$ cat src/rtl/binary_frame_deframer_core_assert.svh
// ----------------------------------------------------------------------------
// Assertion macros for the binary frame deframer
// Concurrent assertion wrappers that can be compiled out as a group.
// ----------------------------------------------------------------------------
`ifndef BINARY_FRAME_DEFRAMER_CORE_ASSERT_SVH
`define BINARY_FRAME_DEFRAMER_CORE_ASSERT_SVH
`ifndef NO_ASSERTIONS
// The consequent must hold in the same cycle as the antecedent.
`define BFD_ASSERT_IMP(lbl, clk, rst_n, ante, cons) \
  lbl: assert property (@(posedge clk) disable iff (!rst_n) (ante) |-> (cons)) \
    else $error("deframer assertion failed");
// The consequent must hold in the cycle after the antecedent.
`define BFD_ASSERT_NXT(lbl, clk, rst_n, ante, cons) \
  lbl: assert property (@(posedge clk) disable iff (!rst_n) (ante) |=> (cons)) \
    else $error("deframer assertion failed");
`else
`define BFD_ASSERT_IMP(lbl, clk, rst_n, ante, cons)
`define BFD_ASSERT_NXT(lbl, clk, rst_n, ante, cons)
`endif
`endif

$ cat src/rtl/bfd_pkg.sv
// ----------------------------------------------------------------------------
// Binary frame deframer package
// Shared types and constants of the front parser, command queue and back end.
// ----------------------------------------------------------------------------
package bfd_pkg;

  typedef enum logic [1:0] {
    ST_OK         = 2'd0,
    ST_BAD_STD    = 2'd1,
    ST_BAD_FOOTER = 2'd2,
    ST_TOO_LARGE  = 2'd3
  } status_e;

  typedef enum logic [8:0] {
    PH_HUNT    = 9'b000000001,
    PH_HDR2    = 9'b000000010,
    PH_SIZE1   = 9'b000000100,
    PH_SIZE2   = 9'b000001000,
    PH_TYPE    = 9'b000010000,
    PH_PAYLOAD = 9'b000100000,
    PH_STD     = 9'b001000000,
    PH_FOOT1   = 9'b010000000,
    PH_FOOT2   = 9'b100000000
  } phase_e;

  localparam logic [7:0] HDR_BYTE1 = 8'hFE;
  localparam logic [7:0] HDR_BYTE2 = 8'hFD;
  localparam logic [7:0] STD_BYTE  = 8'h00;
  localparam logic [7:0] FTR_BYTE1 = 8'hFD;
  localparam logic [7:0] FTR_BYTE2 = 8'hFE;

  // Wide enough for any supported payload count (up to 64).
  localparam int unsigned SIZE_W = 7;

  typedef struct packed {
    status_e           status;
    logic [7:0]        frame_type;
    logic [SIZE_W-1:0] size;
  } cmd_t;

  typedef struct packed {
    status_e    status;
    logic [7:0] frame_type;
    logic [5:0] payload_size;
    logic       payload_valid;
    logic [7:0] payload_byte;
    logic [4:0] byte_position;
    logic       last;
  } result_t;

endpackage

$ cat src/rtl/bfd_front.sv
// ----------------------------------------------------------------------------
// Deframer front end
// Parses the byte stream, writes payload bytes to the buffer and posts one
// command per finished or broken frame.
// ----------------------------------------------------------------------------
module bfd_front #(
  parameter int unsigned MAX_PAYLOAD = 32,
  parameter int unsigned CW          = 6,
  parameter int unsigned AW          = 5
) (
  input  logic                 clk_i,
  input  logic                 rst_ni,
  input  logic                 push_i,
  output logic                 full_o,
  input  logic [7:0]           rx_byte_i,
  input  logic                 cmdq_full_i,
  input  logic                 back_busy_i,
  output logic                 cmd_push_o,
  output bfd_pkg::cmd_t        cmd_o,
  output logic                 wr_en_o,
  output logic [AW-1:0]        wr_addr_o,
  output logic [7:0]           wr_data_o
);

  bfd_pkg::phase_e phase_q, phase_d;
  logic [7:0]    size_hi_q, size_hi_d;
  logic [CW-1:0] size_q, size_d;
  logic [7:0]    type_q, type_d;
  logic [CW-1:0] fill_q, fill_d;
  logic          foot_ok_q, foot_ok_d;
  logic [CW-1:0] fill_inc;
  logic          fire;

  // The buffer is shared with the back end, so payload bytes wait while it
  // still reads out the previous frame.
  assign full_o = cmdq_full_i || ((phase_q == bfd_pkg::PH_PAYLOAD) && back_busy_i);
  assign fire   = push_i && !full_o;
  assign fill_inc = CW'(fill_q + 1'b1);

  assign wr_addr_o = fill_q[AW-1:0];
  assign wr_data_o = rx_byte_i;

  always_comb begin
    phase_d    = phase_q;
    size_hi_d  = size_hi_q;
    size_d     = size_q;
    type_d     = type_q;
    fill_d     = fill_q;
    foot_ok_d  = foot_ok_q;
    cmd_push_o = 1'b0;
    cmd_o      = '{status: bfd_pkg::ST_OK, frame_type: 8'h00, size: '0};
    wr_en_o    = 1'b0;
    if (fire) begin
      case (phase_q)
        bfd_pkg::PH_HUNT: begin
          if (rx_byte_i == bfd_pkg::HDR_BYTE1) phase_d = bfd_pkg::PH_HDR2;
        end
        bfd_pkg::PH_HDR2: begin
          phase_d = (rx_byte_i == bfd_pkg::HDR_BYTE2) ? bfd_pkg::PH_SIZE1
                                                      : bfd_pkg::PH_HUNT;
        end
        bfd_pkg::PH_SIZE1: begin
          size_hi_d = rx_byte_i;
          phase_d   = bfd_pkg::PH_SIZE2;
        end
        bfd_pkg::PH_SIZE2: begin
          if ({size_hi_q, rx_byte_i} > 16'(MAX_PAYLOAD)) begin
            cmd_push_o   = 1'b1;
            cmd_o.status = bfd_pkg::ST_TOO_LARGE;
            phase_d      = bfd_pkg::PH_HUNT;
          end else begin
            size_d  = CW'(rx_byte_i);
            phase_d = bfd_pkg::PH_TYPE;
          end
        end
        bfd_pkg::PH_TYPE: begin
          type_d  = rx_byte_i;
          fill_d  = '0;
          phase_d = (size_q == '0) ? bfd_pkg::PH_STD : bfd_pkg::PH_PAYLOAD;
        end
        bfd_pkg::PH_PAYLOAD: begin
          wr_en_o = 1'b1;
          fill_d  = fill_inc;
          if (fill_inc == size_q) begin
            fill_d  = '0;
            phase_d = bfd_pkg::PH_STD;
          end
        end
        bfd_pkg::PH_STD: begin
          if (rx_byte_i != bfd_pkg::STD_BYTE) begin
            cmd_push_o   = 1'b1;
            cmd_o.status = bfd_pkg::ST_BAD_STD;
            phase_d      = bfd_pkg::PH_HUNT;
          end else begin
            phase_d = bfd_pkg::PH_FOOT1;
          end
        end
        bfd_pkg::PH_FOOT1: begin
          foot_ok_d = (rx_byte_i == bfd_pkg::FTR_BYTE1);
          phase_d   = bfd_pkg::PH_FOOT2;
        end
        bfd_pkg::PH_FOOT2: begin
          cmd_push_o = 1'b1;
          phase_d    = bfd_pkg::PH_HUNT;
          if (foot_ok_q && (rx_byte_i == bfd_pkg::FTR_BYTE2)) begin
            cmd_o.frame_type = type_q;
            cmd_o.size       = bfd_pkg::SIZE_W'(size_q);
          end else begin
            cmd_o.status = bfd_pkg::ST_BAD_FOOTER;
          end
        end
        default: begin
          phase_d = bfd_pkg::PH_HUNT;
        end
      endcase
    end
  end

  always_ff @(posedge clk_i or negedge rst_ni) begin
    if (!rst_ni) begin
      phase_q   <= bfd_pkg::PH_HUNT;
      size_hi_q <= '0;
      size_q    <= '0;
      type_q    <= '0;
      fill_q    <= '0;
      foot_ok_q <= 1'b0;
    end else begin
      phase_q   <= phase_d;
      size_hi_q <= size_hi_d;
      size_q    <= size_d;
      type_q    <= type_d;
      fill_q    <= fill_d;
      foot_ok_q <= foot_ok_d;
    end
  end

endmodule

$ cat src/rtl/bfd_cmdq.sv
// ----------------------------------------------------------------------------
// Deframer command queue
// Two-entry queue of frame commands between the front and back ends.
// ----------------------------------------------------------------------------
module bfd_cmdq (
  input  logic          clk_i,
  input  logic          rst_ni,
  input  logic          push_i,
  input  bfd_pkg::cmd_t data_i,
  output logic          full_o,
  output logic          valid_o,
  input  logic          pop_i,
  output bfd_pkg::cmd_t data_o
);

  bfd_pkg::cmd_t entry_q [2];
  logic       wr_ptr_q, rd_ptr_q;
  logic [1:0] count_q;
  logic       do_push, do_pop;

  assign full_o  = (count_q == 2'd2);
  assign valid_o = (count_q != 2'd0);
  assign data_o  = entry_q[rd_ptr_q];
  assign do_push = push_i && !full_o;
  assign do_pop  = pop_i && valid_o;

  always_ff @(posedge clk_i) begin
    if (do_push) entry_q[wr_ptr_q] <= data_i;
  end

  always_ff @(posedge clk_i or negedge rst_ni) begin
    if (!rst_ni) begin
      wr_ptr_q <= 1'b0;
      rd_ptr_q <= 1'b0;
      count_q  <= 2'd0;
    end else begin
      if (do_push) wr_ptr_q <= ~wr_ptr_q;
      if (do_pop) rd_ptr_q <= ~rd_ptr_q;
      count_q <= 2'(count_q + 2'(do_push) - 2'(do_pop));
    end
  end

endmodule

$ cat src/rtl/bfd_back.sv
// ----------------------------------------------------------------------------
// Deframer back end
// Holds the payload buffer and turns each frame command into its run of
// result items through a registered read and a two-entry result queue.
// ----------------------------------------------------------------------------
module bfd_back #(
  parameter int unsigned MAX_PAYLOAD = 32,
  parameter int unsigned CW          = 6,
  parameter int unsigned AW          = 5
) (
  input  logic             clk_i,
  input  logic             rst_ni,
  input  logic             wr_en_i,
  input  logic [AW-1:0]    wr_addr_i,
  input  logic [7:0]       wr_data_i,
  input  logic             cmd_valid_i,
  input  bfd_pkg::cmd_t    cmd_i,
  output logic             cmd_pop_o,
  output logic             busy_o,
  input  logic             pop_i,
  output logic             empty_o,
  output bfd_pkg::result_t res_o
);

  logic [7:0] mem [MAX_PAYLOAD];

  bfd_pkg::cmd_t    cmd_q;
  logic             active_q;
  logic [CW-1:0]    idx_q;
  logic             s1_valid_q;
  bfd_pkg::result_t s1_res_q;
  logic [7:0]       rdata_q;

  bfd_pkg::result_t fifo_q [2];
  logic             wr_ptr_q, rd_ptr_q;
  logic [1:0]       count_q;

  logic                      pop_fire, room, issue, is_ok, has_data, is_last;
  logic [bfd_pkg::SIZE_W-1:0] idx_w;
  bfd_pkg::result_t          issue_res, s1_out;

  assign pop_fire = pop_i && (count_q != 2'd0);
  // Issue only when the result is sure to find a free queue slot.
  assign room     = (3'(count_q) + 3'(s1_valid_q)) <= (3'd1 + 3'(pop_fire));
  assign issue    = active_q && room;
  assign is_ok    = (cmd_q.status == bfd_pkg::ST_OK);
  assign has_data = is_ok && (cmd_q.size != '0);
  assign idx_w    = bfd_pkg::SIZE_W'(idx_q);
  assign is_last  = !has_data || (bfd_pkg::SIZE_W'(idx_w + 1'b1) == cmd_q.size);

  assign cmd_pop_o = !active_q && cmd_valid_i;
  assign busy_o    = active_q || cmd_valid_i;

  always_comb begin
    issue_res               = '0;
    issue_res.status        = cmd_q.status;
    issue_res.last          = is_last;
    if (is_ok) begin
      issue_res.frame_type    = cmd_q.frame_type;
      issue_res.payload_size  = cmd_q.size[5:0];
      issue_res.payload_valid = has_data;
      issue_res.byte_position = has_data ? idx_w[4:0] : 5'd0;
    end
  end

  always_comb begin
    s1_out              = s1_res_q;
    s1_out.payload_byte = s1_res_q.payload_valid ? rdata_q : 8'h00;
  end

  always_ff @(posedge clk_i) begin
    if (wr_en_i) mem[wr_addr_i] <= wr_data_i;
  end

  always_ff @(posedge clk_i) begin
    if (issue && has_data) rdata_q <= mem[idx_q[AW-1:0]];
    if (issue) s1_res_q <= issue_res;
    if (cmd_pop_o) cmd_q <= cmd_i;
    if (s1_valid_q) fifo_q[wr_ptr_q] <= s1_out;
  end

  always_ff @(posedge clk_i or negedge rst_ni) begin
    if (!rst_ni) begin
      active_q   <= 1'b0;
      idx_q      <= '0;
      s1_valid_q <= 1'b0;
      wr_ptr_q   <= 1'b0;
      rd_ptr_q   <= 1'b0;
      count_q    <= 2'd0;
    end else begin
      s1_valid_q <= issue;
      if (cmd_pop_o) begin
        active_q <= 1'b1;
        idx_q    <= '0;
      end else if (issue) begin
        idx_q <= CW'(idx_q + 1'b1);
        if (is_last) active_q <= 1'b0;
      end
      if (s1_valid_q) wr_ptr_q <= ~wr_ptr_q;
      if (pop_fire) rd_ptr_q <= ~rd_ptr_q;
      count_q <= 2'(count_q + 2'(s1_valid_q) - 2'(pop_fire));
    end
  end

  assign empty_o = (count_q == 2'd0);
  assign res_o   = fifo_q[rd_ptr_q];

endmodule

$ cat src/rtl/binary_frame_deframer_core.sv
// ----------------------------------------------------------------------------
// Binary frame deframer core
// Recovers framed payloads from a received byte stream and reports each
// frame as a run of result items or as one error status.
// ----------------------------------------------------------------------------
// Bytes enter through a queue-style port (push/full) and results leave
// through another (empty/pop). A frame is FE FD, a big-endian 16-bit size,
// a type byte, size payload bytes, a 00 standard byte and the footer FD FE.
// A good frame yields one item per payload byte with last set on the final
// one, or one item with payload_valid low when the size is zero. A bad
// standard byte, a bad footer or a size above MAX_PAYLOAD yields one item
// with the error status and last set; a bad second header byte silently
// returns to the hunt. Normally one byte is accepted per cycle. The parser
// and the result stage share a single payload buffer, so full stays high
// while the parser sits in the payload phase of a frame and the previous
// frame's results have not all been read out of that buffer; full is also
// high while the two-entry command queue between the halves is full. The
// back end loads each frame command and then issues one item per cycle
// while pop keeps up. Results pass through a registered buffer read and a
// two-entry output queue.
`include "binary_frame_deframer_core_assert.svh"

module binary_frame_deframer_core #(
  parameter int unsigned MAX_PAYLOAD = 32
) (
  input  logic       clk_i,
  input  logic       rst_ni,
  input  logic       push,
  output logic       full,
  input  logic [7:0] rx_byte_i,
  output logic       empty,
  input  logic       pop,
  output logic [1:0] status_o,
  output logic [7:0] frame_type_o,
  output logic [5:0] payload_size_o,
  output logic       payload_valid_o,
  output logic [7:0] payload_byte_o,
  output logic [4:0] byte_position_o,
  output logic       last_o
);

  // Counter width holds the size itself; address width indexes the buffer.
  localparam int unsigned CW = $clog2(MAX_PAYLOAD + 1);
  localparam int unsigned AW = (MAX_PAYLOAD > 1) ? $clog2(MAX_PAYLOAD) : 1;

  logic             cmdq_full, back_busy, cmd_push, cmd_valid, cmd_pop;
  bfd_pkg::cmd_t    cmd_in, cmd_head;
  logic             wr_en;
  logic [AW-1:0]    wr_addr;
  logic [7:0]       wr_data;
  bfd_pkg::result_t res;

  // The front end parses one byte per accepted item.
  bfd_front #(
    .MAX_PAYLOAD(MAX_PAYLOAD),
    .CW         (CW),
    .AW         (AW)
  ) u_front (
    .clk_i      (clk_i),
    .rst_ni     (rst_ni),
    .push_i     (push),
    .full_o     (full),
    .rx_byte_i  (rx_byte_i),
    .cmdq_full_i(cmdq_full),
    .back_busy_i(back_busy),
    .cmd_push_o (cmd_push),
    .cmd_o      (cmd_in),
    .wr_en_o    (wr_en),
    .wr_addr_o  (wr_addr),
    .wr_data_o  (wr_data)
  );

  // Finished and broken frames wait here until the back end picks them up.
  bfd_cmdq u_cmdq (
    .clk_i  (clk_i),
    .rst_ni (rst_ni),
    .push_i (cmd_push),
    .data_i (cmd_in),
    .full_o (cmdq_full),
    .valid_o(cmd_valid),
    .pop_i  (cmd_pop),
    .data_o (cmd_head)
  );

  // The back end owns the payload buffer and the result queue.
  bfd_back #(
    .MAX_PAYLOAD(MAX_PAYLOAD),
    .CW         (CW),
    .AW         (AW)
  ) u_back (
    .clk_i      (clk_i),
    .rst_ni     (rst_ni),
    .wr_en_i    (wr_en),
    .wr_addr_i  (wr_addr),
    .wr_data_i  (wr_data),
    .cmd_valid_i(cmd_valid),
    .cmd_i      (cmd_head),
    .cmd_pop_o  (cmd_pop),
    .busy_o     (back_busy),
    .pop_i      (pop),
    .empty_o    (empty),
    .res_o      (res)
  );

  assign status_o        = res.status;
  assign frame_type_o    = res.frame_type;
  assign payload_size_o  = res.payload_size;
  assign payload_valid_o = res.payload_valid;
  assign payload_byte_o  = res.payload_byte;
  assign byte_position_o = res.byte_position;
  assign last_o          = res.last;

  // The parser must never overwrite the buffer while a frame is read out.
  `BFD_ASSERT_IMP(a_no_write_while_busy, clk_i, rst_ni, wr_en, !back_busy)
  // A command is never posted into a full queue.
  `BFD_ASSERT_IMP(a_cmd_has_room, clk_i, rst_ni, cmd_push, !cmdq_full)
  // Error items always close their run.
  `BFD_ASSERT_IMP(a_error_is_last, clk_i, rst_ni,
                  !empty && (status_o != bfd_pkg::ST_OK), last_o)
  // A loaded command keeps the back end busy in the next cycle.
  `BFD_ASSERT_NXT(a_pop_makes_busy, clk_i, rst_ni, cmd_pop, back_busy)

endmodule
$ cat config.mk
export PLATFORM = sky130hd
export DESIGN_NAME = binary_frame_deframer_core
export DESIGN_NICKNAME = d
export VERILOG_FILES = /design/src/rtl/bfd_pkg.sv /design/src/rtl/bfd_front.sv /design/src/rtl/bfd_cmdq.sv /design/src/rtl/bfd_back.sv /design/src/rtl/binary_frame_deframer_core.sv
export VERILOG_INCLUDE_DIRS = /design/src /design/src/rtl
export SDC_FILE = /design/constraint.sdc
export NUM_CORES = 1
export LEC_CHECK = 0
export BUFFER_PORTS_ARGS = -buffer_cell sky130_fd_sc_hd__buf_4
export CORE_MARGIN = 1.5
export CORE_UTILIZATION = 39
export DETAILED_ROUTE_END_ITERATION = 7
export PLACE_DENSITY = 0.58
export SLEW_MARGIN = 20
export SYNTH_ARGS = -nofsm -noshare
export SYNTH_HDL_FRONTEND = slang
export SYNTH_SLANG_ARGS = --single-unit
export TNS_END_PERCENT = 20
$ cat constraint.sdc
create_clock -name clk_i -period 6.2 [get_ports clk_i]
set_input_delay 0.93 -clock clk_i [delete_from_list [all_inputs] [get_ports clk_i]]
set_output_delay 0.93 -clock clk_i [all_outputs]
set_load 0.01 [all_outputs]
-- After elaboration in Yosys (flattened, before gate mapping)
Memory sizes are Yosys's and may differ from the RTL's. A register that Yosys moved wholly into a read port is not among the register bits.
Index checks and enable logic that the tools add are counted.
- bitwise logic cells: 5
- muxes and demuxes: 34
- order comparisons: 2
- divide/modulo/power cells: 0
- eq/ne operators: 16
- shift-type cells: 0
- add/subtract/negate cells: 9
- reductions and logical operators: 35
- multiply operators: 0
- operator list (operator ; count):
    9-bit case mux with 8 select lines ; 1
    15-bit two-way mux ; 2
    6-bit two-way mux ; 3
    9-bit two-way mux ; 2
    17-bit two-way mux ; 1
    8-bit equality test, second input constant ; 2
    16-bit by 6-bit > comparator with 1-bit output, second input constant ; 1
    8-bit two-way mux ; 2
    1-bit two-way mux ; 15
    6-bit by 1-bit adder with 6-bit output, second input constant ; 2
    6-bit case mux with 2 select lines ; 1
    2-bit AND reduction ; 6
    1-bit logical AND ; 10
    2-bit nonzero test ; 5
    9-bit by 1-bit equality test with 1-bit output, second input constant ; 1
    9-bit by 2-bit equality test with 1-bit output, second input constant ; 1
    9-bit by 3-bit equality test with 1-bit output, second input constant ; 1
    9-bit by 4-bit equality test with 1-bit output, second input constant ; 1
    9-bit by 5-bit equality test with 1-bit output, second input constant ; 1
    9-bit by 6-bit equality test with 1-bit output, second input constant ; 1
    9-bit by 7-bit equality test with 1-bit output, second input constant ; 1
    9-bit by 8-bit equality test with 1-bit output, second input constant ; 1
    9-bit equality test, second input constant ; 1
    8-bit nonzero test ; 1
    other kinds (24) ; 38
- bits of input ports: 12
- bits in writable memories: 352
- latch bits: 0
- word-level logic and storage cells: 125
- register bits after elaboration: 77
- memory bits (read-only): 0
- memories kept: 3
- memory list (memory ; depth ; width ; read ports ; clocked after Yosys merged registers in ; write ports ; RTL line ; text):
    u_back.mem ; 32 ; 8 ; 1 ; 1 ; 1 ; bfd_back.sv:25 ; logic [7:0] mem [MAX_PAYLOAD];
    u_back.fifo_q ; 2 ; 31 ; 1 ; 0 ; 1 ; bfd_back.sv:34 ; bfd_pkg::result_t fifo_q [2];
    u_cmdq.entry_q ; 2 ; 17 ; 1 ; 1 ; 1 ; bfd_cmdq.sv:16 ; bfd_pkg::cmd_t entry_q [2];

-- Longest topological paths before layout
Gate-level depths: netlist of run 1.
- word-level depth: 10
- mapped depth: 9

-- By module
A second synthesis of run 1 with hierarchy kept.
- cell total of the unflattened synthesis: 975
- area total of the unflattened synthesis: 18426.4 um^2
- modules (own cells, without submodules) (module ; area each (um^2) ; cells each ; sequential area each (um^2) ; times used):
    bfd_back ; 14537.7 ; 669 ; 11290.8 ; 1
    bfd_front ; 2417.3 ; 235 ; 952.2 ; 1
    bfd_cmdq ; 1471.4 ; 71 ; 1121.1 ; 1

-- Worst setup path before layout of run 1
OpenSTA, ideal clock, no wires.
- kind: input to register
- start: input pop
- end: register u_back.rdata_q[0] (read register of u_back.mem), enable pin
- path slack: 2096 ps
- cell stages on the path: 7
- data arrival time: 3771 ps
- library setup time: 333 ps
- data required time: 5867 ps
- cells stage by stage: o21ai_0 > inv_1 > fa_1 > nor2_1 > nand2_1 > a21boi_1 > and2_1
- cells in the longest elaborated chain, start to end: 5
- RTL lines (item ; RTL line ; text):
    start, declared ; binary_frame_deframer_core.sv:32 ; input logic pop,
    1-bit logical AND ; bfd_back.sv:42 ; assign pop_fire = pop_i && (count_q != 2'd0);
    1-bit by 1-bit adder with 2-bit output ; bfd_back.sv:44 ; assign room = (3'(count_q) + 3'(s1_valid_q)) <= (3'd1 + 3'(pop_fire));
    3-bit <= comparator ; bfd_back.sv:44 ;
    1-bit logical AND ; bfd_back.sv:45 ; assign issue = active_q && room;
    named net u_back.issue ; bfd_back.sv:38 ; logic pop_fire, room, issue, is_ok, has_data, is_last;
    1-bit logical AND ; bfd_back.sv:76 ; if (issue && has_data) rdata_q <= mem[idx_q[AW-1:0]];
    end, declared ; bfd_back.sv:32 ; logic [7:0] rdata_q;
The timed path passes the listed nets, and every way through them passes these cells.
A chain may end at the register's enable or synchronous reset.

-- Final worst setup path of run 1
- start: register u_front.phase_q[1]
- end: memory u_back.mem[15][2], enable pin
- cells in the longest elaborated chain, start to end: 8
- RTL lines (item ; RTL line ; text):
    start, declared ; bfd_front.sv:25 ; bfd_pkg::phase_e phase_q, phase_d;
    start signal, assigned ; bfd_front.sv:121 ; phase_q <= bfd_pkg::PH_HUNT;
    start signal, assigned ; bfd_front.sv:128 ; phase_q <= phase_d;
    9-bit by 6-bit equality test with 1-bit output (*) ; bfd_front.sv:36, bfd_front.sv:54 ;
    1-bit logical AND ; bfd_front.sv:36 ; assign full_o = cmdq_full_i || ((phase_q == bfd_pkg::PH_PAYLOAD) && back_busy_i);
    1-bit logical OR ; bfd_front.sv:36 ;
    1-bit logical NOT ; bfd_front.sv:37 ; assign fire = push_i && !full_o;
    1-bit logical AND ; bfd_front.sv:37 ;
    1-bit two-way mux (*) ; bfd_front.sv:53 ; if (fire) begin
    1-bit two-way mux (*) ; bfd_back.sv:72 ; if (wr_en_i) mem[wr_addr_i] <= wr_data_i;
    1-bit two-way mux (implied by the code) (*) ; bfd_back.sv:72 ;
    end, declared ; bfd_back.sv:25 ;
Mark *: on every way between the ends. The rest lies on a longest branch, timed or not.

==> report_table.html, run 1 <==
<table>
<tr><th>Metric</th><th>Value</th></tr>
<tr><th colspan="2">Route</th></tr>
<tr><td>Mean number of vias per cell</td><td>5.212</td></tr>
<tr><td>Residual DRC</td><td>0</td></tr>
<tr><td>Total routed wirelength</td><td>37010 µm</td></tr>
<tr><td>Routed WL per cell</td><td>22.15 µm</td></tr>
<tr><td>Initial detailed-routing violation count</td><td>roughly 630</td></tr>
<tr><td>Count of TritonRoute iterations in the first routing pass</td><td>5</td></tr>
<tr><td>Post-DRT Antenna Nets</td><td>0</td></tr>
<tr><td>Via total after detailed routing</td><td>~8700</td></tr>
<tr><th colspan="2">Clocking</th></tr>
<tr><td>Clock latency on the worst-skew pair</td><td>about 0.59 ns</td></tr>
<tr><td>Library cell used as clock root buffer</td><td>sky130_fd_sc_hd__clkbuf_16</td></tr>
<tr><td>Buffers from clock root to sink, at most</td><td>3</td></tr>
<tr><td>Worst-path clk slew</td><td>approximately 0.060 ns</td></tr>
<tr><td>Hold-fix buffers, CTS</td><td>0</td></tr>
<tr><td>Sinks on Clock Net</td><td>roughly 450</td></tr>
<tr><td>Clock buffer count from CTS</td><td>48</td></tr>
<tr><td>Post-CTS repair timing setup buffer count</td><td>0</td></tr>
<tr><td>Resized Gates After CTS</td><td>0</td></tr>
<tr><td>Clock tree from TritonCTS</td><td>built</td></tr>
<tr><td>Level count of the clock H-tree</td><td>2</td></tr>
<tr><th colspan="2">Floorplanning</th></tr>
<tr><td>Vertical extent of the die</td><td>~220 µm</td></tr>
<tr><td>Placeable core region</td><td>45480 µm²</td></tr>
<tr><td>Ports</td><td>45</td></tr>
<tr><td>Width of the die</td><td>218.1 µm</td></tr>
<tr><td>Initial standard-cell utilization of the core</td><td>39.66%</td></tr>
<tr><td>Area enclosed by the die boundary</td><td>~48000 µm²</td></tr>
<tr><td>Number of placement rows</td><td>78</td></tr>
<tr><th colspan="2">Min path</th></tr>
<tr><td>Class of the tightest hold or removal check</td><td>in2async</td></tr>
<tr><th colspan="2">Power and ir drop</th></tr>
<tr><td>Net switching power</td><td>2.455 mW</td></tr>
<tr><td>Comb power frac</td><td>22.4%</td></tr>
<tr><td>Proportion of power drawn by flip-flops and latches</td><td>between 40% and 50%</td></tr>
<tr><td>Power Density</td><td>435.0 nW/µm²</td></tr>
<tr><td>Power after layout</td><td>9.041 mW</td></tr>
<tr><td>Sw Ratio</td><td>27.15%</td></tr>
<tr><td>Share of total power in the clock network</td><td>32.3%</td></tr>
<tr><td>Pleak</td><td>around 7 nW</td></tr>
<tr><td>Cell-internal power</td><td>about 6.6 mW</td></tr>
<tr><td>VDD IR-drop max</td><td>0.0002889 V</td></tr>
<tr><th colspan="2">Timing</th></tr>
<tr><td>Number of hold-slack violations in the final timing report</td><td>0</td></tr>
<tr><td>Relative max-transition margin</td><td>35.54%</td></tr>
<tr><td>Unrepaired setup endpoints after global routing</td><td>no</td></tr>
<tr><td>Number of max-slew violations in the final report</td><td>0</td></tr>
<tr><td>Post-route clock skew</td><td>0.02882 ns</td></tr>
<tr><td>Period utilisation layout</td><td>55.56%</td></tr>
<tr><td>Worst slew pin tran</td><td>~0.96 ns</td></tr>
<tr><td>Smallest hold slack</td><td>0.4081 ns</td></tr>
<tr><td>Max frequency</td><td>slightly below 300 MHz</td></tr>
<tr><td>Final-report setup violation count</td><td>0</td></tr>
<tr><td>Post-Route Setup TNS</td><td>0 ns</td></tr>
<tr><td>Post-layout min period</td><td>3.445 ns</td></tr>
<tr><th colspan="2">Setup path</th></tr>
<tr><td>Worst Path Max Fanout</td><td>8</td></tr>
<tr><td>Critical Path RT</td><td>roughly 6.4 ns</td></tr>
<tr><td>Sort of element at the end of the critical path</td><td>flop</td></tr>
<tr><td>Sort of element at the start of the critical path</td><td>flop</td></tr>
<tr><td>Data arrival, critical path</td><td>3.66 ns</td></tr>
<tr><td>Critical path type</td><td>reg2reg</td></tr>
<tr><th colspan="2">Yosys</th></tr>
<tr><td>Register area share after synthesis</td><td>73.59%</td></tr>
<tr><td>Number of flops mapped to enable cells by yosys</td><td>397</td></tr>
<tr><td>Dominant synthesized flop cell</td><td>sky130_fd_sc_hd__edfxtp_1</td></tr>
<tr><td>Synth Warn #</td><td>0</td></tr>
<tr><td>Synthesized area per cell</td><td>18.99 µm²</td></tr>
<tr><td>Total standard cell area after synthesis</td><td>18040 µm²</td></tr>
<tr><td>Flop and latch count out of synthesis</td><td>451</td></tr>
<tr><td>Gate count after technology mapping</td><td>950</td></tr>
<tr><td>Net Count, Synth</td><td>approximately 1000</td></tr>
<tr><td>Count of cell types in the netlist</td><td>57</td></tr>
<tr><td>Async S/R FF share, synth</td><td>11.97%</td></tr>
<tr><th colspan="2">GRT</th></tr>
<tr><td>Antenna violations before repair</td><td>0</td></tr>
<tr><td>Wire length of the first global-routing pass</td><td>56640 µm</td></tr>
<tr><td>Maximum number of pins on one net before global-route repair</td><td>55</td></tr>
<tr><td>Global-route total usage across every layer</td><td>16.06%</td></tr>
<tr><td>Final global-route overflow total</td><td>0</td></tr>
<tr><td>Number of global-route vias before repair</td><td>between 9000 and 10000</td></tr>
<tr><th colspan="2">Placement</th></tr>
<tr><td>Port Buffer Count</td><td>44</td></tr>
<tr><td>Final HPWL DP</td><td>22850 µm</td></tr>
<tr><td>RD Place Congestion</td><td>just under 0.8</td></tr>
<tr><th colspan="2">Cells and area</th></tr>
<tr><td>Synthesis-to-layout area growth</td><td>15.21%</td></tr>
<tr><td>Share of final-layout standard cells stronger than drive strength 1</td><td>roughly 30%</td></tr>
<tr><td>Antenna diode instance count</td><td>0</td></tr>
<tr><td>Count of nets after finishing</td><td>approximately 1100</td></tr>
<tr><td>Filler cell count</td><td>3884</td></tr>
<tr><th colspan="2">Status</th></tr>
<tr><td>Status</td><td>finished clean</td></tr>
<tr><th colspan="2">Job</th></tr>
<tr><td>Number of maximum-capacitance constraint violations</td><td>0</td></tr>
</table>
## area by class of cell
cell class | count | area (µm²) | share of cell area (%)
Clock buffer | 61 | 1271 | 6.117
Tap cell | 600 | 750.7 | 3.612
Clock inverter | 28 | 351.6 | 1.692
Timing Repair Buffer | 70 | 525.5 | 2.529
Inverter | 18 | 67.56 | 0.3251
Sequential cell | 451 | 13280 | 63.90
Multi-Input combinational cell | 443 | 4536 | 21.83
## flip-flops by register name, indices dropped and copies added (netlist names), 8 cells and up
| signal | count |
|---|---|
| u_back.s1_out | 23 |
| u_back.mem | 256 |
| u_back.rdata_q | 8 |
| u_cmdq.entry_q | 32 |
| u_back.fifo_q | 62 |
| u_back.cmd_q | 16 |
| u_front.phase_q | 9 |
| u_front.type_q | 8 |
| u_front.size_hi_q | 8 |
## cell usage in the layout (no fill, tap or decap), types with 2 or more instances in the layout
| cell type | netlist | final |
|---|---|---|
| sky130_fd_sc_hd__or3_1 | 4 | 4 |
| sky130_fd_sc_hd__edfxtp_1 | 397 | 397 |
| sky130_fd_sc_hd__mux2i_1 | 6 | 6 |
| sky130_fd_sc_hd__a211oi_1 | 2 | 2 |
| sky130_fd_sc_hd__clkinv_4 | 0 | 2 |
| sky130_fd_sc_hd__nor4b_1 | 3 | 3 |
| sky130_fd_sc_hd__clkbuf_1 | 15 | 12 |
| sky130_fd_sc_hd__xnor2_1 | 16 | 16 |
| sky130_fd_sc_hd__nand3_1 | 12 | 12 |
| sky130_fd_sc_hd__clkinv_2 | 0 | 4 |
| sky130_fd_sc_hd__a41o_1 | 2 | 2 |
| sky130_fd_sc_hd__nor4_2 | 2 | 2 |
| sky130_fd_sc_hd__ha_1 | 12 | 12 |
| sky130_fd_sc_hd__inv_1 | 18 | 18 |
| sky130_fd_sc_hd__o21ai_0 | 13 | 13 |
| sky130_fd_sc_hd__a21oi_1 | 5 | 5 |
| sky130_fd_sc_hd__o22ai_1 | 2 | 2 |
| sky130_fd_sc_hd__xor2_1 | 15 | 15 |
| sky130_fd_sc_hd__nand3b_1 | 2 | 2 |
| sky130_fd_sc_hd__mux4_2 | 80 | 80 |
| sky130_fd_sc_hd__nand2b_1 | 5 | 5 |
| sky130_fd_sc_hd__clkinv_1 | 0 | 11 |
| sky130_fd_sc_hd__buf_4 | 7 | 70 |
| sky130_fd_sc_hd__bufinv_16 | 0 | 7 |
| sky130_fd_sc_hd__and2_1 | 46 | 46 |
| sky130_fd_sc_hd__nand2_1 | 30 | 30 |
| sky130_fd_sc_hd__dfrtp_1 | 53 | 51 |
| sky130_fd_sc_hd__clkbuf_16 | 0 | 49 |
| sky130_fd_sc_hd__nor4_1 | 6 | 6 |
| sky130_fd_sc_hd__nor2b_1 | 6 | 6 |
| sky130_fd_sc_hd__nor3_1 | 10 | 10 |
| sky130_fd_sc_hd__mux2_2 | 80 | 80 |
| sky130_fd_sc_hd__nand4_1 | 3 | 3 |
| sky130_fd_sc_hd__nor2_1 | 54 | 52 |
| sky130_fd_sc_hd__and3_1 | 2 | 2 |
| sky130_fd_sc_hd__nand4_2 | 2 | 2 |
## synthesized netlist by cell type (2+ instances only)
cell type / count / area share [%]
sky130_fd_sc_hd__mux2_2: 80 / 5.0
sky130_fd_sc_hd__and2_1: 46 / 1.6
sky130_fd_sc_hd__dfrtp_1: 53 / 7.4
sky130_fd_sc_hd__buf_2: 10 / 0.28
sky130_fd_sc_hd__buf_1: 6 / 0.12
sky130_fd_sc_hd__nand2_1: 30 / 0.62
sky130_fd_sc_hd__or3_1: 4 / 0.14
sky130_fd_sc_hd__buf_4: 7 / 0.29
sky130_fd_sc_hd__nor2_1: 54 / 1.1
sky130_fd_sc_hd__nor4_1: 6 / 0.21
sky130_fd_sc_hd__edfxtp_1: 397 / 66
sky130_fd_sc_hd__ha_1: 12 / 0.83
sky130_fd_sc_hd__and3_1: 2 / 0.069
sky130_fd_sc_hd__o22ai_1: 2 / 0.069
sky130_fd_sc_hd__nand4_1: 3 / 0.10
sky130_fd_sc_hd__nor2b_1: 6 / 0.21
sky130_fd_sc_hd__clkbuf_1: 15 / 0.31
sky130_fd_sc_hd__o21ai_0: 13 / 0.36
sky130_fd_sc_hd__inv_1: 18 / 0.37
sky130_fd_sc_hd__nor3_1: 10 / 0.28
sky130_fd_sc_hd__a211oi_1: 2 / 0.083
sky130_fd_sc_hd__nor4_2: 2 / 0.14
sky130_fd_sc_hd__nor4b_1: 3 / 0.15
sky130_fd_sc_hd__xnor2_1: 16 / 0.78
sky130_fd_sc_hd__a21oi_1: 5 / 0.14
sky130_fd_sc_hd__nand4_2: 2 / 0.14
sky130_fd_sc_hd__nand3_1: 12 / 0.33
sky130_fd_sc_hd__xor2_1: 15 / 0.73
sky130_fd_sc_hd__nand3b_1: 2 / 0.083
sky130_fd_sc_hd__mux4_2: 80 / 10
sky130_fd_sc_hd__mux2i_1: 6 / 0.33
sky130_fd_sc_hd__a41o_1: 2 / 0.11
sky130_fd_sc_hd__nand2b_1: 5 / 0.17
## metal layers
metal / share of wire [%] / GRT usage [%] / vias to the layer above / wire length [µm]
met4: 2.5 / 5.218 / 0 / 911
li1: - / - / 3901 / -
met5: 0 / 0 / - / 0
met2: 48 / 26.02 / 242 / 17890
met3: 5.1 / 3.026 / 66 / 1899
met1: 44 / 21.91 / 4501 / 16310
## path summary, 6_finish.rpt
path,from,end,slack [ns],cells after the start
setup / recovery,u_front.phase_q[1]$_DFFE_PN0P_,u_back.mem[15][2]$_DFFE_PP_,2.76,6
hold / removal,rst_ni,u_back.rd_ptr_q$_DFFE_PN0N_,0.41,1
setup reg to reg,u_front.phase_q[1]$_DFFE_PN0P_,u_back.mem[15][2]$_DFFE_PP_,2.76,6
hold reg to reg,u_back.s1_out[1]$_SDFFCE_PN0N_,u_back.fifo_q[0][1]$_DFFE_PP_,0.44,0
max in group asynchronous,rst_ni,u_back.idx_q[0]$_DFFE_PN0P_,5.23,1
min in group clk_i,u_back.s1_out[1]$_SDFFCE_PN0N_,u_back.fifo_q[0][1]$_DFFE_PP_,0.44,0
## power groups by stage
stage          clock network (mW)  registers, mW  logic (mW)
3_5_place_dp                    0           4.17        2.06
6_report                     2.92           4.09        2.03
3_3_place_gp                    0           4.15        2.05
4_1_cts                      2.98           4.11        2.07
5_1_grt                      3.11           4.15        2.20
2_1_floorplan                   0           4.00        1.51
## kinds of logic after synthesis
| logic type | after synthesis | share of synthesized area, % |
|---|---|---|
| DFF | 451 | 73.59 |
| adders and majority gates | 13 | 0.9434 |
| buffers and inverters | 56 | 1.380 |
| xor gates and xnor gates | 31 | 1.505 |
| AOI/OAI and AO/OA | 37 | 1.429 |
| and+or+nand+nor | 195 | 5.771 |
| muxes | 167 | 15.38 |
## critical path, cell delays in order, from the launching register on
cell and delay [ns]:
sky130_fd_sc_hd__dfrtp_1 0.44, sky130_fd_sc_hd__nor4_2 0.44, sky130_fd_sc_hd__nand2b_1 0.21, sky130_fd_sc_hd__nor2b_1 0.47
sky130_fd_sc_hd__and3_1 0.41, sky130_fd_sc_hd__nand2_1 0.29, sky130_fd_sc_hd__nor2_1 0.82
## stage by stage
| step | setup slack, ns | cell area (µm²) | instances | utilization [%] |
|---|---|---|---|---|
| after floorplan | 2.096 | 18040 | 950 | - |
| final | 2.755 | 20780 | 1671 | 45.69 |
| after detailed placement | 2.713 | 19160 | 1582 | 42.13 |
| after global routing | 2.475 | 20780 | 1671 | 45.69 |
| after CTS | 2.753 | 20780 | 1671 | 45.69 |
| after global placement | 2.854 | 19150 | 1582 | 42.12 |
Power figures use the tool's default switching activity.
==> run 2: changes to the inputs <==
--- a/config.mk
+++ b/config.mk
@@ -10,7 +10,7 @@
 export CORE_MARGIN = 1.5
 export CORE_UTILIZATION = 39
 export DETAILED_ROUTE_END_ITERATION = 7
-export PLACE_DENSITY = 0.58
+export PLACE_DENSITY = 0.6
 export SLEW_MARGIN = 20
 export SYNTH_ARGS = -nofsm -noshare
 export SYNTH_HDL_FRONTEND = slang
==> constraint.sdc (replaced) <==
create_clock -name clk_i -period 3.05 [get_ports clk_i]
set_input_delay 0.4575 -clock clk_i [delete_from_list [all_inputs] [get_ports clk_i]]
set_output_delay 0.4575 -clock clk_i [all_outputs]
set_load 0.01 [all_outputs]
==> run 2 against run 1 <==
Against the previous run:
- total power grew 97%
- maximum frequency rose by 25%
- via count decreased by 1.6%
- final cell count rose by 1.7%
- global-route usage down 0.77 points
- utilization rose by 0.18 points
- final area rose by 0.39%
- die area is the same
- routed wire length shrank 4.6%
- critical path depth is the same
- worst hold slack got worse by 0.18 ns
==> report_table.html, run 2 (same netlist as run 1, synthesis figures left out) <==
<table>
<tr><th>Metric</th><th>Value</th></tr>
<tr><th colspan="2">Status</th></tr>
<tr><td>Status</td><td>finished clean</td></tr>
<tr><th colspan="2">Power and ir drop</th></tr>
<tr><td>Cell-internal power</td><td>~13 mW</td></tr>
<tr><td>Pleak</td><td>between 7 and 8 nW</td></tr>
<tr><td>Net switching power</td><td>4.820 mW</td></tr>
<tr><td>Power Density</td><td>851.7 nW/µm²</td></tr>
<tr><td>Sw Ratio</td><td>27.12%</td></tr>
<tr><td>VDD IR-drop max</td><td>0.0004995 V</td></tr>
<tr><td>Proportion of power drawn by flip-flops and latches</td><td>46.3%</td></tr>
<tr><td>Share of total power in the clock network</td><td>around 29%</td></tr>
<tr><td>Comb power frac</td><td>24.6%</td></tr>
<tr><th colspan="2">Setup path</th></tr>
<tr><td>Critical Path RT</td><td>3.23 ns</td></tr>
<tr><td>Worst reg2reg endpoint</td><td>u_cmdq.entry_q[1][1]$_DFFE_PP_</td></tr>
<tr><td>Sort of element at the end of the critical path</td><td>flop</td></tr>
<tr><td>Sort of element at the start of the critical path</td><td>flop</td></tr>
<tr><td>R2R depth</td><td>6</td></tr>
<tr><td>Startpoint of the most critical register-to-register path</td><td>u_front.phase_q[7]$_DFFE_PN0P_</td></tr>
<tr><td>Worst Path Max Fanout</td><td>16</td></tr>
<tr><td>Critical path type</td><td>reg2reg</td></tr>
<tr><td>Data arrival, critical path</td><td>2.94 ns</td></tr>
<tr><td>Register-to-register path setup slack</td><td>roughly 0.29 ns</td></tr>
<tr><th colspan="2">Min path</th></tr>
<tr><td>Worst hold stages</td><td>1</td></tr>
<tr><td>Class of the tightest hold or removal check</td><td>in2reg</td></tr>
<tr><td>Worst Hold Launch</td><td>rx_byte_i[7]</td></tr>
<tr><td>End point of the most critical hold path</td><td>u_back.mem[13][7]$_DFFE_PP_</td></tr>
<tr><th colspan="2">Timing</th></tr>
<tr><td>Max frequency</td><td>362.1 MHz</td></tr>
<tr><td>Relative max-transition margin</td><td>between 40% and 50%</td></tr>
<tr><td>Unrepaired setup endpoints after global routing</td><td>no</td></tr>
<tr><td>Number of hold-slack violations in the final timing report</td><td>0</td></tr>
<tr><td>Min setup slack post-route</td><td>roughly 0.29 ns</td></tr>
<tr><td>Post-route clock skew</td><td>around 0.023 ns</td></tr>
<tr><td>Worst slew pin tran</td><td>between 0.7 and 0.8 ns</td></tr>
<tr><td>Post-layout min period</td><td>2.761 ns</td></tr>
<tr><td>Number of max-slew violations in the final report</td><td>0</td></tr>
<tr><td>Final-report setup violation count</td><td>0</td></tr>
<tr><td>Period utilisation layout</td><td>90.54%</td></tr>
<tr><th colspan="2">Cells and area</th></tr>
<tr><td>Post-layout utilization of the core</td><td>45.87%</td></tr>
<tr><td>Max reg flops</td><td>256</td></tr>
<tr><td>Registers with the most flip-flops</td><td>u_back.mem: 256 flops, u_back.fifo_q: 62 flops, u_cmdq.entry_q: 32 flops</td></tr>
<tr><td>Final cell area excluding filler cells</td><td>20860 µm²</td></tr>
<tr><td>Antenna diode instance count</td><td>0</td></tr>
<tr><td>Most frequent cells in the layout</td><td>397 x sky130_fd_sc_hd__edfxtp_1, 106 x sky130_fd_sc_hd__buf_4, 80 x sky130_fd_sc_hd__mux2_2, 80 x sky130_fd_sc_hd__mux4_2, 52 x sky130_fd_sc_hd__nor2_1</td></tr>
<tr><td>Register name with the most flops</td><td>u_back.mem</td></tr>
<tr><td>Synthesis-to-layout area growth</td><td>15.66%</td></tr>
<tr><td>Count of nets after finishing</td><td>1092</td></tr>
<tr><td>Most frequent standard cell in the layout excluding fill and tap cells</td><td>sky130_fd_sc_hd__edfxtp_1</td></tr>
<tr><td>Share of final-layout standard cells stronger than drive strength 1</td><td>31.18%</td></tr>
<tr><th colspan="2">Floorplanning</th></tr>
<tr><td>Vertical extent of the die</td><td>about 220 µm</td></tr>
<tr><td>Placeable core region</td><td>around 45000 µm²</td></tr>
<tr><td>Ports</td><td>45</td></tr>
<tr><td>Width of the die</td><td>218.1 µm</td></tr>
<tr><td>Initial standard-cell utilization of the core</td><td>39.66%</td></tr>
<tr><td>Number of placement rows</td><td>78</td></tr>
<tr><td>Area enclosed by the die boundary</td><td>between 40000 and 50000 µm²</td></tr>
<tr><th colspan="2">GRT</th></tr>
<tr><td>Maximum number of pins on one net before global-route repair</td><td>61</td></tr>
<tr><td>Final global-route overflow total</td><td>0</td></tr>
<tr><td>Wire length of the first global-routing pass</td><td>between 50000 and 60000 µm</td></tr>
<tr><td>Antenna violations before repair</td><td>0</td></tr>
<tr><td>Global-route total usage across every layer</td><td>roughly 15%</td></tr>
<tr><td>Number of global-route vias before repair</td><td>approximately 9000</td></tr>
<tr><th colspan="2">Route</th></tr>
<tr><td>Top layer used by detailed routing</td><td>met4</td></tr>
<tr><td>Initial detailed-routing violation count</td><td>656</td></tr>
<tr><td>Wl on met1</td><td>around 16000 µm</td></tr>
<tr><td>Total routed wirelength</td><td>35320 µm</td></tr>
<tr><td>Residual DRC</td><td>0</td></tr>
<tr><td>Post-DRT Antenna Nets</td><td>0</td></tr>
<tr><td>Routed WL per cell</td><td>roughly 21 µm</td></tr>
<tr><td>Routed length on met3</td><td>between 1000 and 1500 µm</td></tr>
<tr><td>Via total after detailed routing</td><td>8568</td></tr>
<tr><td>Wire length on met2</td><td>between 15000 and 20000 µm</td></tr>
<tr><td>Mean number of vias per cell</td><td>5.040</td></tr>
<tr><td>Count of TritonRoute iterations in the first routing pass</td><td>5</td></tr>
<tr><th colspan="2">Clocking</th></tr>
<tr><td>Sinks on Clock Net</td><td>451</td></tr>
<tr><td>Library cell used as clock root buffer</td><td>sky130_fd_sc_hd__clkbuf_16</td></tr>
<tr><td>Buffers from clock root to sink, at most</td><td>3</td></tr>
<tr><td>Resized Gates After CTS</td><td>0</td></tr>
<tr><td>Worst-path clk slew</td><td>0.07 ns</td></tr>
<tr><td>Level count of the clock H-tree</td><td>2</td></tr>
<tr><td>Clock latency on the worst-skew pair</td><td>0.56 ns</td></tr>
<tr><td>Post-CTS repair timing setup buffer count</td><td>0</td></tr>
<tr><td>Clock buffer count from CTS</td><td>43</td></tr>
<tr><td>Clock tree from TritonCTS</td><td>built</td></tr>
<tr><th colspan="2">Placement</th></tr>
<tr><td>RD Place Congestion</td><td>0.7659</td></tr>
<tr><td>Cell area after placement</td><td>19490 µm²</td></tr>
<tr><td>Port Buffer Count</td><td>44</td></tr>
<tr><td>Worst setup timing slack at the placement stage</td><td>-0.001231 ns</td></tr>
<tr><td>Final HPWL DP</td><td>~23000 µm</td></tr>
<tr><th colspan="2">Job</th></tr>
<tr><td>Number of maximum-capacitance constraint violations</td><td>0</td></tr>
</table>
==> run 2: changes by cell type in the layout (fill, tap and decap cells not counted), moves of 3 or more <==
cell	delta
sky130_fd_sc_hd__bufinv_16	-4
sky130_fd_sc_hd__buf_12	+3
sky130_fd_sc_hd__clkbuf_8	+3
sky130_fd_sc_hd__buf_4	+36
sky130_fd_sc_hd__clkbuf_16	-5
==> run 2: worst max-delay path by stage <==
stage / startpoint / to / slack [ns] / depth (start not counted)
final: u_front.phase_q[7]$_DFFE_PN0P_ / u_cmdq.entry_q[1][1]$_DFFE_PP_ / 0.29 / 6
after global routing: u_front.phase_q[7]$_DFFE_PN0P_ / u_cmdq.entry_q[1][1]$_DFFE_PP_ / 0.17 / 6
after CTS: u_front.phase_q[7]$_DFFE_PN0P_ / u_cmdq.entry_q[1][0]$_DFFE_PP_ / 0.29 / 6
after detailed placement: rx_byte_i[4] / u_cmdq.entry_q[1][4]$_DFFE_PP_ / -0.001 / 7
after global placement: rx_byte_i[4] / u_cmdq.entry_q[1][4]$_DFFE_PP_ / -0.06 / 7
after floorplan: u_back.count_q[1]$_DFF_PN0_ / u_back.rdata_q[0]$_DFFE_PP_ / 0.21 / 7
==> run 2: through the flow <==
stage          hold slack (ns)  TNS [ns]  instances  power [mW]
2_1_floorplan           0.1619         0        950       11.21
4_1_cts                 0.2110         0       1700       18.03
6_report                0.2265         0       1700       17.77
5_1_grt                 0.2174         0       1700       18.62
3_5_place_dp            0.4353  -0.01067       1621       12.85
3_3_place_gp            0.4235   -0.8838       1621       12.80
==> run 2: repair_timing <==
action,CTS,global route
hold buffers,1,0
hold endpoints to repair,17,0
setup endpoints to repair,0,0
==> run 2: per-layer routing <==
metal | track usage (%) | vias up
met5 | 0 | -
met1 | 21.43 | 4385
li1 | - | 3954
met4 | 4.391 | 0
met3 | 2.078 | 51
met2 | 25.02 | 178
==> run 2: power groups by stage <==
stage | Combinational (mW) | Clock (mW) | Sequential (mW)
global placement | 4.47 | 0 | 8.33
detailed placement | 4.47 | 0 | 8.37
floorplan | 3.10 | 0 | 8.11
global route | 4.75 | 5.54 | 8.33
CTS | 4.49 | 5.29 | 8.25
finish | 4.37 | 5.17 | 8.23
==> run 2: final cells by class <==
cell class	count	area, µm²
timing repair buffer	110	865.8
inverter	18	67.56
fill	3900	24620
clock inverter	18	171.4
multi-input combinational	443	4536
clock buffer	60	1191
tap	600	750.7
sequential	451	13280
==> run 2: critical path, cell delays in order, from the launching register on <==
cell                        delay [ns]
sky130_fd_sc_hd__dfrtp_1          0.46
sky130_fd_sc_hd__nor4_1           0.40
sky130_fd_sc_hd__nand2b_1         0.15
sky130_fd_sc_hd__nor4_2           0.32
sky130_fd_sc_hd__a2bb2oi_1        0.16
sky130_fd_sc_hd__a21oi_2          0.23
sky130_fd_sc_hd__and2_1           0.65
